[src/fcb_pkg.sv]
// Shared types and mixing functions for the 32-bit Feistel block cipher.
// Used by fcb_cell and feistel_cipher_32bit_block_top; no other dependencies.
`default_nettype none

package fcb_pkg;

  typedef logic [15:0]      word_t;
  typedef logic [7:0][15:0] subkeys_t;

  // Configuration register indexes.
  localparam logic REG_KEY_LOW  = 1'b0;
  localparam logic REG_KEY_HIGH = 1'b1;

  // Operation codes carried in tuser.
  localparam logic OP_ENCRYPT = 1'b0;
  localparam logic OP_DECRYPT = 1'b1;

  // One word as it moves from cell to cell.
  typedef struct packed {
    logic  valid;
    logic  op;
    word_t left;
    word_t right;
  } stage_t;

  // A word inside a cell, together with the partly mixed value.
  typedef struct packed {
    stage_t st;
    word_t  t;
  } mid_t;

  // The forward mix, split into three parts of one shift-add and one xorshift each.
  function automatic word_t enc_part1(input word_t a);
    word_t x;
    x = a + (a << 7);
    x = x ^ (x >> 8);
    return x;
  endfunction

  function automatic word_t enc_part2(input word_t a);
    word_t x;
    x = a + (a << 3);
    x = x ^ (x >> 2);
    return x;
  endfunction

  function automatic word_t enc_part3(input word_t a);
    word_t x;
    x = a + (a << 4);
    x = x ^ (x >> 8);
    return x;
  endfunction

  // The inverse mix, split so that each part ends in one constant multiply.
  function automatic word_t dec_part1(input word_t a);
    word_t x;
    x = a ^ (a >> 8);
    x = x * 16'hF0F1;
    return x;
  endfunction

  function automatic word_t dec_part2(input word_t a);
    word_t x;
    x = a ^ (a >> 2) ^ (a >> 4) ^ (a >> 6) ^ (a >> 8) ^ (a >> 10) ^ (a >> 12) ^ (a >> 14);
    x = x * 16'h8E39;
    return x;
  endfunction

  function automatic word_t dec_part3(input word_t a);
    word_t x;
    x = a ^ (a >> 8);
    x = x * 16'h3F81;
    return x;
  endfunction

endpackage

`default_nettype wire

[src/fcb_cell.sv]
// One half-round cell of the Feistel chain, three register stages deep.
// Depends on fcb_pkg for the word types and the mixing functions.
`default_nettype none

module fcb_cell
  import fcb_pkg::*;
#(
  parameter int ENC_ROUND = 1,
  parameter int DEC_ROUND = 1
) (
  input  wire logic     clk,
  input  wire logic     rst,
  input  wire logic     adv,
  input  wire subkeys_t subkeys,
  input  wire stage_t   cell_in,
  output      stage_t   cell_out
);

  localparam word_t      ENC_RC  = 16'(ENC_ROUND);
  localparam word_t      DEC_RC  = 16'(DEC_ROUND);
  localparam logic [2:0] ENC_KEY = 3'(ENC_ROUND % 8);
  localparam logic [2:0] DEC_KEY = 3'(DEC_ROUND % 8);

  mid_t   s1;
  mid_t   s2;
  stage_t s3;
  mid_t   s1_next;
  mid_t   s2_next;
  stage_t s3_next;
  word_t  t_in;
  word_t  f_enc;
  word_t  r_dec;

  always_comb begin
    if (cell_in.op == OP_DECRYPT) begin
      // Left xor right recovers the round function output; strip the round number.
      t_in = dec_part1((cell_in.left ^ cell_in.right) - DEC_RC);
    end else begin
      t_in = enc_part1(cell_in.right ^ subkeys[ENC_KEY]);
    end
    s1_next.st = cell_in;
    s1_next.t  = t_in;
  end

  always_comb begin
    s2_next.st = s1.st;
    s2_next.t  = (s1.st.op == OP_DECRYPT) ? dec_part2(s1.t) : enc_part2(s1.t);
  end

  always_comb begin
    f_enc         = enc_part3(s2.t) + ENC_RC;
    r_dec         = dec_part3(s2.t) ^ subkeys[DEC_KEY];
    s3_next.valid = s2.st.valid;
    s3_next.op    = s2.st.op;
    if (s2.st.op == OP_DECRYPT) begin
      s3_next.left  = s2.st.right;
      s3_next.right = r_dec;
    end else begin
      s3_next.left  = s2.st.left ^ f_enc;
      s3_next.right = s2.st.left;
    end
  end

  always_ff @(posedge clk) begin
    if (rst) begin
      s1.st.valid <= 1'b0;
      s2.st.valid <= 1'b0;
      s3.valid    <= 1'b0;
    end else if (adv) begin
      s1 <= s1_next;
      s2 <= s2_next;
      s3 <= s3_next;
    end
  end

  assign cell_out = s3;

endmodule

`default_nettype wire

[config.mk]
export PLATFORM = sky130hd
export DESIGN_NAME = fcb_cell
export DESIGN_NICKNAME = d
export VERILOG_FILES = /design/src/fcb_pkg.sv /design/src/fcb_cell.sv
export SDC_FILE = /design/constraint.sdc
export NUM_CORES = 1
export LEC_CHECK = 0
export ABC_AREA = 1
export ABC_CLOCK_PERIOD_IN_PS = 17100
export BUFFER_PORTS_ARGS = -buffer_cell sky130_fd_sc_hd__buf_2
export CAP_MARGIN = 25
export CORE_UTILIZATION = 35
export DETAILED_ROUTE_END_ITERATION = 6
export PLACE_DENSITY_LB_ADDON = 0.08
export REMOVE_ABC_BUFFERS = 1
export SYNTH_ARGS = -nofsm -noshare
export SYNTH_HDL_FRONTEND = slang
export SYNTH_SLANG_ARGS = --single-unit
[constraint.sdc]
create_clock -name clk -period 17.1 [get_ports clk]
set_input_delay 3.42 -clock clk [delete_from_list [all_inputs] [get_ports clk]]
set_output_delay 3.42 -clock clk [all_outputs]
set_load 0.05 [all_outputs]
After elaboration in Yosys (flattened, before gate mapping)

Cells that the tools add are included.

Flip-flop bits (word level): 134
Input port bits: 165
Output and inout port bits: 34
Logic and storage cells: 43

Add/sub/neg operators: 5
Multiply operators: 3
Multiplexer cells: 3
Bitwise operators: 17
Reductions and logical operators: 1

Operators with widths:

| operator                                                              | number |
|---|---|
| 16-bit by 8-bit bitwise XOR with 16-bit output                        | 5 |
| 16-bit bitwise XOR                                                    | 4 |
| 16-bit adder                                                          | 3 |
| 16-bit 2-to-1 mux                                                     | 2 |
| 32-bit 2-to-1 mux                                                     | 1 |
| 16-bit by 14-bit bitwise XOR with 16-bit output                       | 2 |
| 16-bit by 1-bit adder with 16-bit output, second input constant       | 1 |
| 16-bit by 13-bit multiplier with 16-bit output, second input constant | 1 |
| 16-bit by 14-bit multiplier with 16-bit output, second input constant | 1 |
| 16-bit by 16-bit multiplier with 16-bit output, second input constant | 1 |
| 16-bit by 1-bit subtractor with 16-bit output, second input constant  | 1 |
| 16-bit by 10-bit bitwise XOR with 16-bit output                       | 1 |
| 16-bit by 12-bit bitwise XOR with 16-bit output                       | 1 |
| 16-bit by 2-bit bitwise XOR with 16-bit output                        | 1 |
| 16-bit by 4-bit bitwise XOR with 16-bit output                        | 1 |
| 16-bit by 6-bit bitwise XOR with 16-bit output                        | 1 |
| 2-bit AND reduction                                                   | 1 |
| 1-bit inverter                                                        | 1 |

Logic depth before layout (Yosys ltp)

Depth after elaboration: 9
Gate-level depth with buffers: 36
Mapped depth without buffers: 36

Least setup slack after synthesis

OpenSTA, ideal clock, no wires.

Path kind: input to register
Start point: input adv
End point: register s3 (netlist bit cell_out[0]) (enable)
Arrival time: 8.941 ns
Setup slack: 7.535 ns
Cell stages on the path: 2
Buffers on the path: 0
Path through: inv_1 > nor2_1

Word-level cells in the longest chain between the ends: 1

RTL lines:

| item                          | line           | source |
|---|---|---|
| start, declared               | fcb_cell.sv:13 | `input wire logic adv,` |
| 2-bit AND reduction (no line) | -              |  |
| end signal, assigned          | fcb_cell.sv:72 | `s3 <= s3_next;` |
| end, declared                 | fcb_cell.sv:26 | `stage_t s3;` |

Every way passes these cells.
A chain may end at the register's enable or synchronous reset.

Worst setup path after layout

Start point: input cell_in[0] (netlist bit)
End point: register s1[15] (netlist bit) (data pin)

Word-level cells in the longest chain between the ends: 5
Elaborated cells between the ends (all ways): 8
Classes of those cells: add/sub: 2; mul: 1; mux: 1; bitwise: 4

RTL lines:

| item                                           | line           | source |
|---|---|---|
| start, declared                                | fcb_cell.sv:15 | `input wire stage_t cell_in,` |
| 16-bit bitwise XOR                             | fcb_cell.sv:37 | `t_in = dec_part1((cell_in.left ^ cell_in.right) - DEC_RC);` |
| 16-bit by 1-bit subtractor with 16-bit output  | fcb_cell.sv:37 |  |
| 16-bit by 8-bit bitwise XOR with 16-bit output | fcb_pkg.sv:57  | `x = a ^ (a >> 8);` |
| 16-bit by 13-bit multiplier with 16-bit output | fcb_pkg.sv:58  | `x = x * 16'hF0F1;` |
| 16-bit 2-to-1 mux *                            | fcb_cell.sv:35 | `if (cell_in.op == OP_DECRYPT) begin` |
| net t_in[15]                                   | fcb_cell.sv:30 | `word_t t_in;` |
| end signal, assigned                           | fcb_cell.sv:70 | `s1 <= s1_next;` |
| end, declared                                  | fcb_cell.sv:24 | `mid_t s1;` |

Mark *: on every way through the listed nets, which the timed path passes. The rest lies on a longest branch.

==> out/summary.txt <==
Final clock period utilization by the worst path: 55.3%
Post-synth cell types: 48
Worst slew margin relative to its limit: 36.2%
Via count of the first global-routing pass: 9711
Avg Vias per Cell: 4.56
Worst endpoint required time: 17.28 ns
Pin count of the biggest net entering global routing: 72
Die outline width: 199 um
Warnings, synthesis: 0
TritonCTS clock tree: done
Post-detailed-placement half-perimeter wirelength: 28500 um
Antenna Diode Count: 0
Area of the multi-input gates: 8310 um^2
Highest clock frequency the design can meet: 0.106 GHz
Critical path startpoint category: input pin
Number of antenna-violating nets in the routed design: 0
Cells after synthesis: 1533
Number of max-capacitance violations reported: 0
Netlist area before placement: 13500 um^2
Worst min path class: reg2reg
Number of synthesized register bits: 134
Detailed Routing Iterations Pass 1: 4
Clock tree root driver cell: sky130_fd_sc_hd__clkbuf_16
Quantity of I/O buffers inserted on ports: 86
CTS H-tree lvls: 4
Post-route clock skew: 0.0129 ns
Antenna violations before repair: 0
Worst slack at placement: 7.12 ns
Drt wl/cell: 15.7 um
Global-route usage over all layers: 18.1%
Cell with the largest stage delay on the worst path: sky130_fd_sc_hd__fa_1
Average cell area after synthesis: 8.82 um^2
Initial Utilization: 35.7%
Clock-pin slew on the worst setup and hold paths: 0.06 ns
Worst skew pair latency: 0.43 ns
Share of synthesized registers carrying an async set or reset: 0%
Final setup violation count: 0
Final Hold Fails: 0
Total number of nets in the final design: 2039
Residual DRC: 0
Share of synthesized area occupied by flip-flops and latches: 29.6%
Critical path capture point type: flip-flop
Setup Buffers After CTS: 0
Hold bufs inserted after CTS: 0
Number of pins exceeding their max-slew limit in the final report: 0
Crit path top cell by count: sky130_fd_sc_hd__nand2_1
Register area: 3990 um^2
Setup repair after global routing missed its margin: false
Critical Path AT: 9.63 ns
Placed Instances: 2121
Maximum fanout encountered on the critical timing path: 4
Commonest non-fill, non-tap cells in the layout: sky130_fd_sc_hd__nand2_1, sky130_fd_sc_hd__inv_1, sky130_fd_sc_hd__ha_1, sky130_fd_sc_hd__edfxtp_1, sky130_fd_sc_hd__xor2_1
Final worst hold slack: 0.413 ns
Tmin final: 9.45 ns
Floorplan row count: 71
Primary FF master, synth: sky130_fd_sc_hd__edfxtp_1
Result of the run: finished, final reports clean
Clock sink count: 134
Share of post-route cells with drive strength above 1: 10.7%
Wire length of the first global-routing pass: 53200 um
Type of the worst setup path: in2reg
Most common library cell in the layout ignoring fill and taps: sky130_fd_sc_hd__nand2_1
Total clock buffers created by CTS: 17
Total overflow reported by the global router: 0
Core Region: 37800 um^2
Worst setup slack after layout: 7.65 ns
Final cell count without fillers: 2152
Number of synthesized flops with an enable pin: 131
IO Count: 199
Layout overhead on the synthesized area: 12.2%
Number of fill cells in the layout: 3881
Die ar.: 39400 um^2
Slack of the worst reg-to-reg path: 10.22 ns
Largest buffer count on any clock path: 2
Post_cts resized: 0
Routed via count: 9821
Total wirelength of the detailed-routed design: 33800 um
Actual transition at the worst max-transition pin: 0.954 ns
Weighted congestion at the end of routability-driven global placement: 0.873
Total negative setup slack: 0 ns
Chip Height: 199 um
Highest cell delay on the worst timing path: 0.55 ns
Drt first-iter violations: 398
-- routing by layer --
layer  track usage, %  share of wire, %  vias up
met5                0                 0        -
li1                 -                 -     5103
met4             6.87               2.7        0
met3             2.34               2.8       33
met2             29.3                45      154
met1             24.6                49     4531
-- Yosys cell counts, types with 2 or more instances --
cell,n,area (um^2)
sky130_fd_sc_hd__xor2_2,4,65.1
sky130_fd_sc_hd__o2111ai_1,2,17.5
sky130_fd_sc_hd__o211ai_1,2,15.0
sky130_fd_sc_hd__xor2_4,3,82.6
sky130_fd_sc_hd__o21ai_1,3,15.0
sky130_fd_sc_hd__nand3_1,81,405
sky130_fd_sc_hd__dfxtp_1,3,60.1
sky130_fd_sc_hd__nand4_1,14,87.6
sky130_fd_sc_hd__nor2_2,7,43.8
sky130_fd_sc_hd__inv_2,5,18.8
sky130_fd_sc_hd__fa_1,74,1480
sky130_fd_sc_hd__inv_1,302,1130
sky130_fd_sc_hd__nand3_2,5,50.1
sky130_fd_sc_hd__clkbuf_1,10,37.5
sky130_fd_sc_hd__a21o_1,3,22.5
sky130_fd_sc_hd__ha_1,171,2140
sky130_fd_sc_hd__nand3b_1,7,52.6
sky130_fd_sc_hd__nor2_1,47,176
sky130_fd_sc_hd__edfxtp_1,131,3930
sky130_fd_sc_hd__nor4_1,2,12.5
sky130_fd_sc_hd__o21ai_0,58,290
sky130_fd_sc_hd__xnor2_1,66,578
sky130_fd_sc_hd__nor3_1,6,30.0
sky130_fd_sc_hd__xor2_1,91,797
sky130_fd_sc_hd__nand2_2,18,113
sky130_fd_sc_hd__o22ai_1,4,25.0
sky130_fd_sc_hd__o31ai_1,3,22.5
sky130_fd_sc_hd__nor2_4,4,45.0
sky130_fd_sc_hd__o21bai_1,7,52.6
sky130_fd_sc_hd__and2_1,2,12.5
sky130_fd_sc_hd__or2_2,5,31.3
sky130_fd_sc_hd__a21oi_1,56,280
sky130_fd_sc_hd__xnor2_2,2,32.5
sky130_fd_sc_hd__nand2_1,321,1200
-- layout make-up --
class / count / area share [%]
timing repair buffer: 90 / 3.04
clock inverter: 12 / 1.18
multi-input combinational: 1079 / 54.8
sequential: 134 / 26.3
clock buffer: 19 / 2.85
tap: 511 / 4.21
inverter: 307 / 7.60
-- kinds of logic (layout without fill, tap and decap cells) --
| logic type | Yosys count | count (layout) | share of synthesized area, % |
|---|---|---|---|
| buf+inv | 320 | 428 | 9.00 |
| compound gates | 143 | 143 | 5.78 |
| simple gates | 523 | 523 | 17.1 |
| xor+xnor | 167 | 167 | 11.7 |
| mux | 1 | 1 | 0.0741 |
| flops | 134 | 134 | 29.6 |
| fa+ha+maj | 245 | 245 | 26.8 |
-- state kept, by name, summed over array words and instances, names as in the netlist --
register	count
s2	50
cell_out	34
s1	50
-- worst max-delay path: cells and delay by family --
kind / cells / cell delay (ns)
buffers and inverters: 6 / 0.49
AOI/OAI and AO/OA: 1 / 0.35
and+or+nand+nor: 14 / 1.36
adders and majority gates: 8 / 3.25
xor gates and xnor gates: 3 / 0.75
-- worst paths after layout --
check	endpoint	from	cells past startpoint
worst min register to register	s2[41]	s1[41]	0
worst max register to register	s2[15]	s1[15]	26
worst max-delay path	s1[15]	cell_in[0]	32
worst min-delay path	s2[41]	s1[41]	0
-- per-stage QoR --
stage	area, um^2	util [%]
2_1_floorplan	13500	-
3_3_place_gp	14600	38.5
3_5_place_dp	14600	38.5
4_1_cts	15200	40.1
5_1_grt	15200	40.1
6_report	15200	40.1
Power is not shown: default switching activity piles up to over one toggle a cycle in this logic, so the estimate is an artifact.
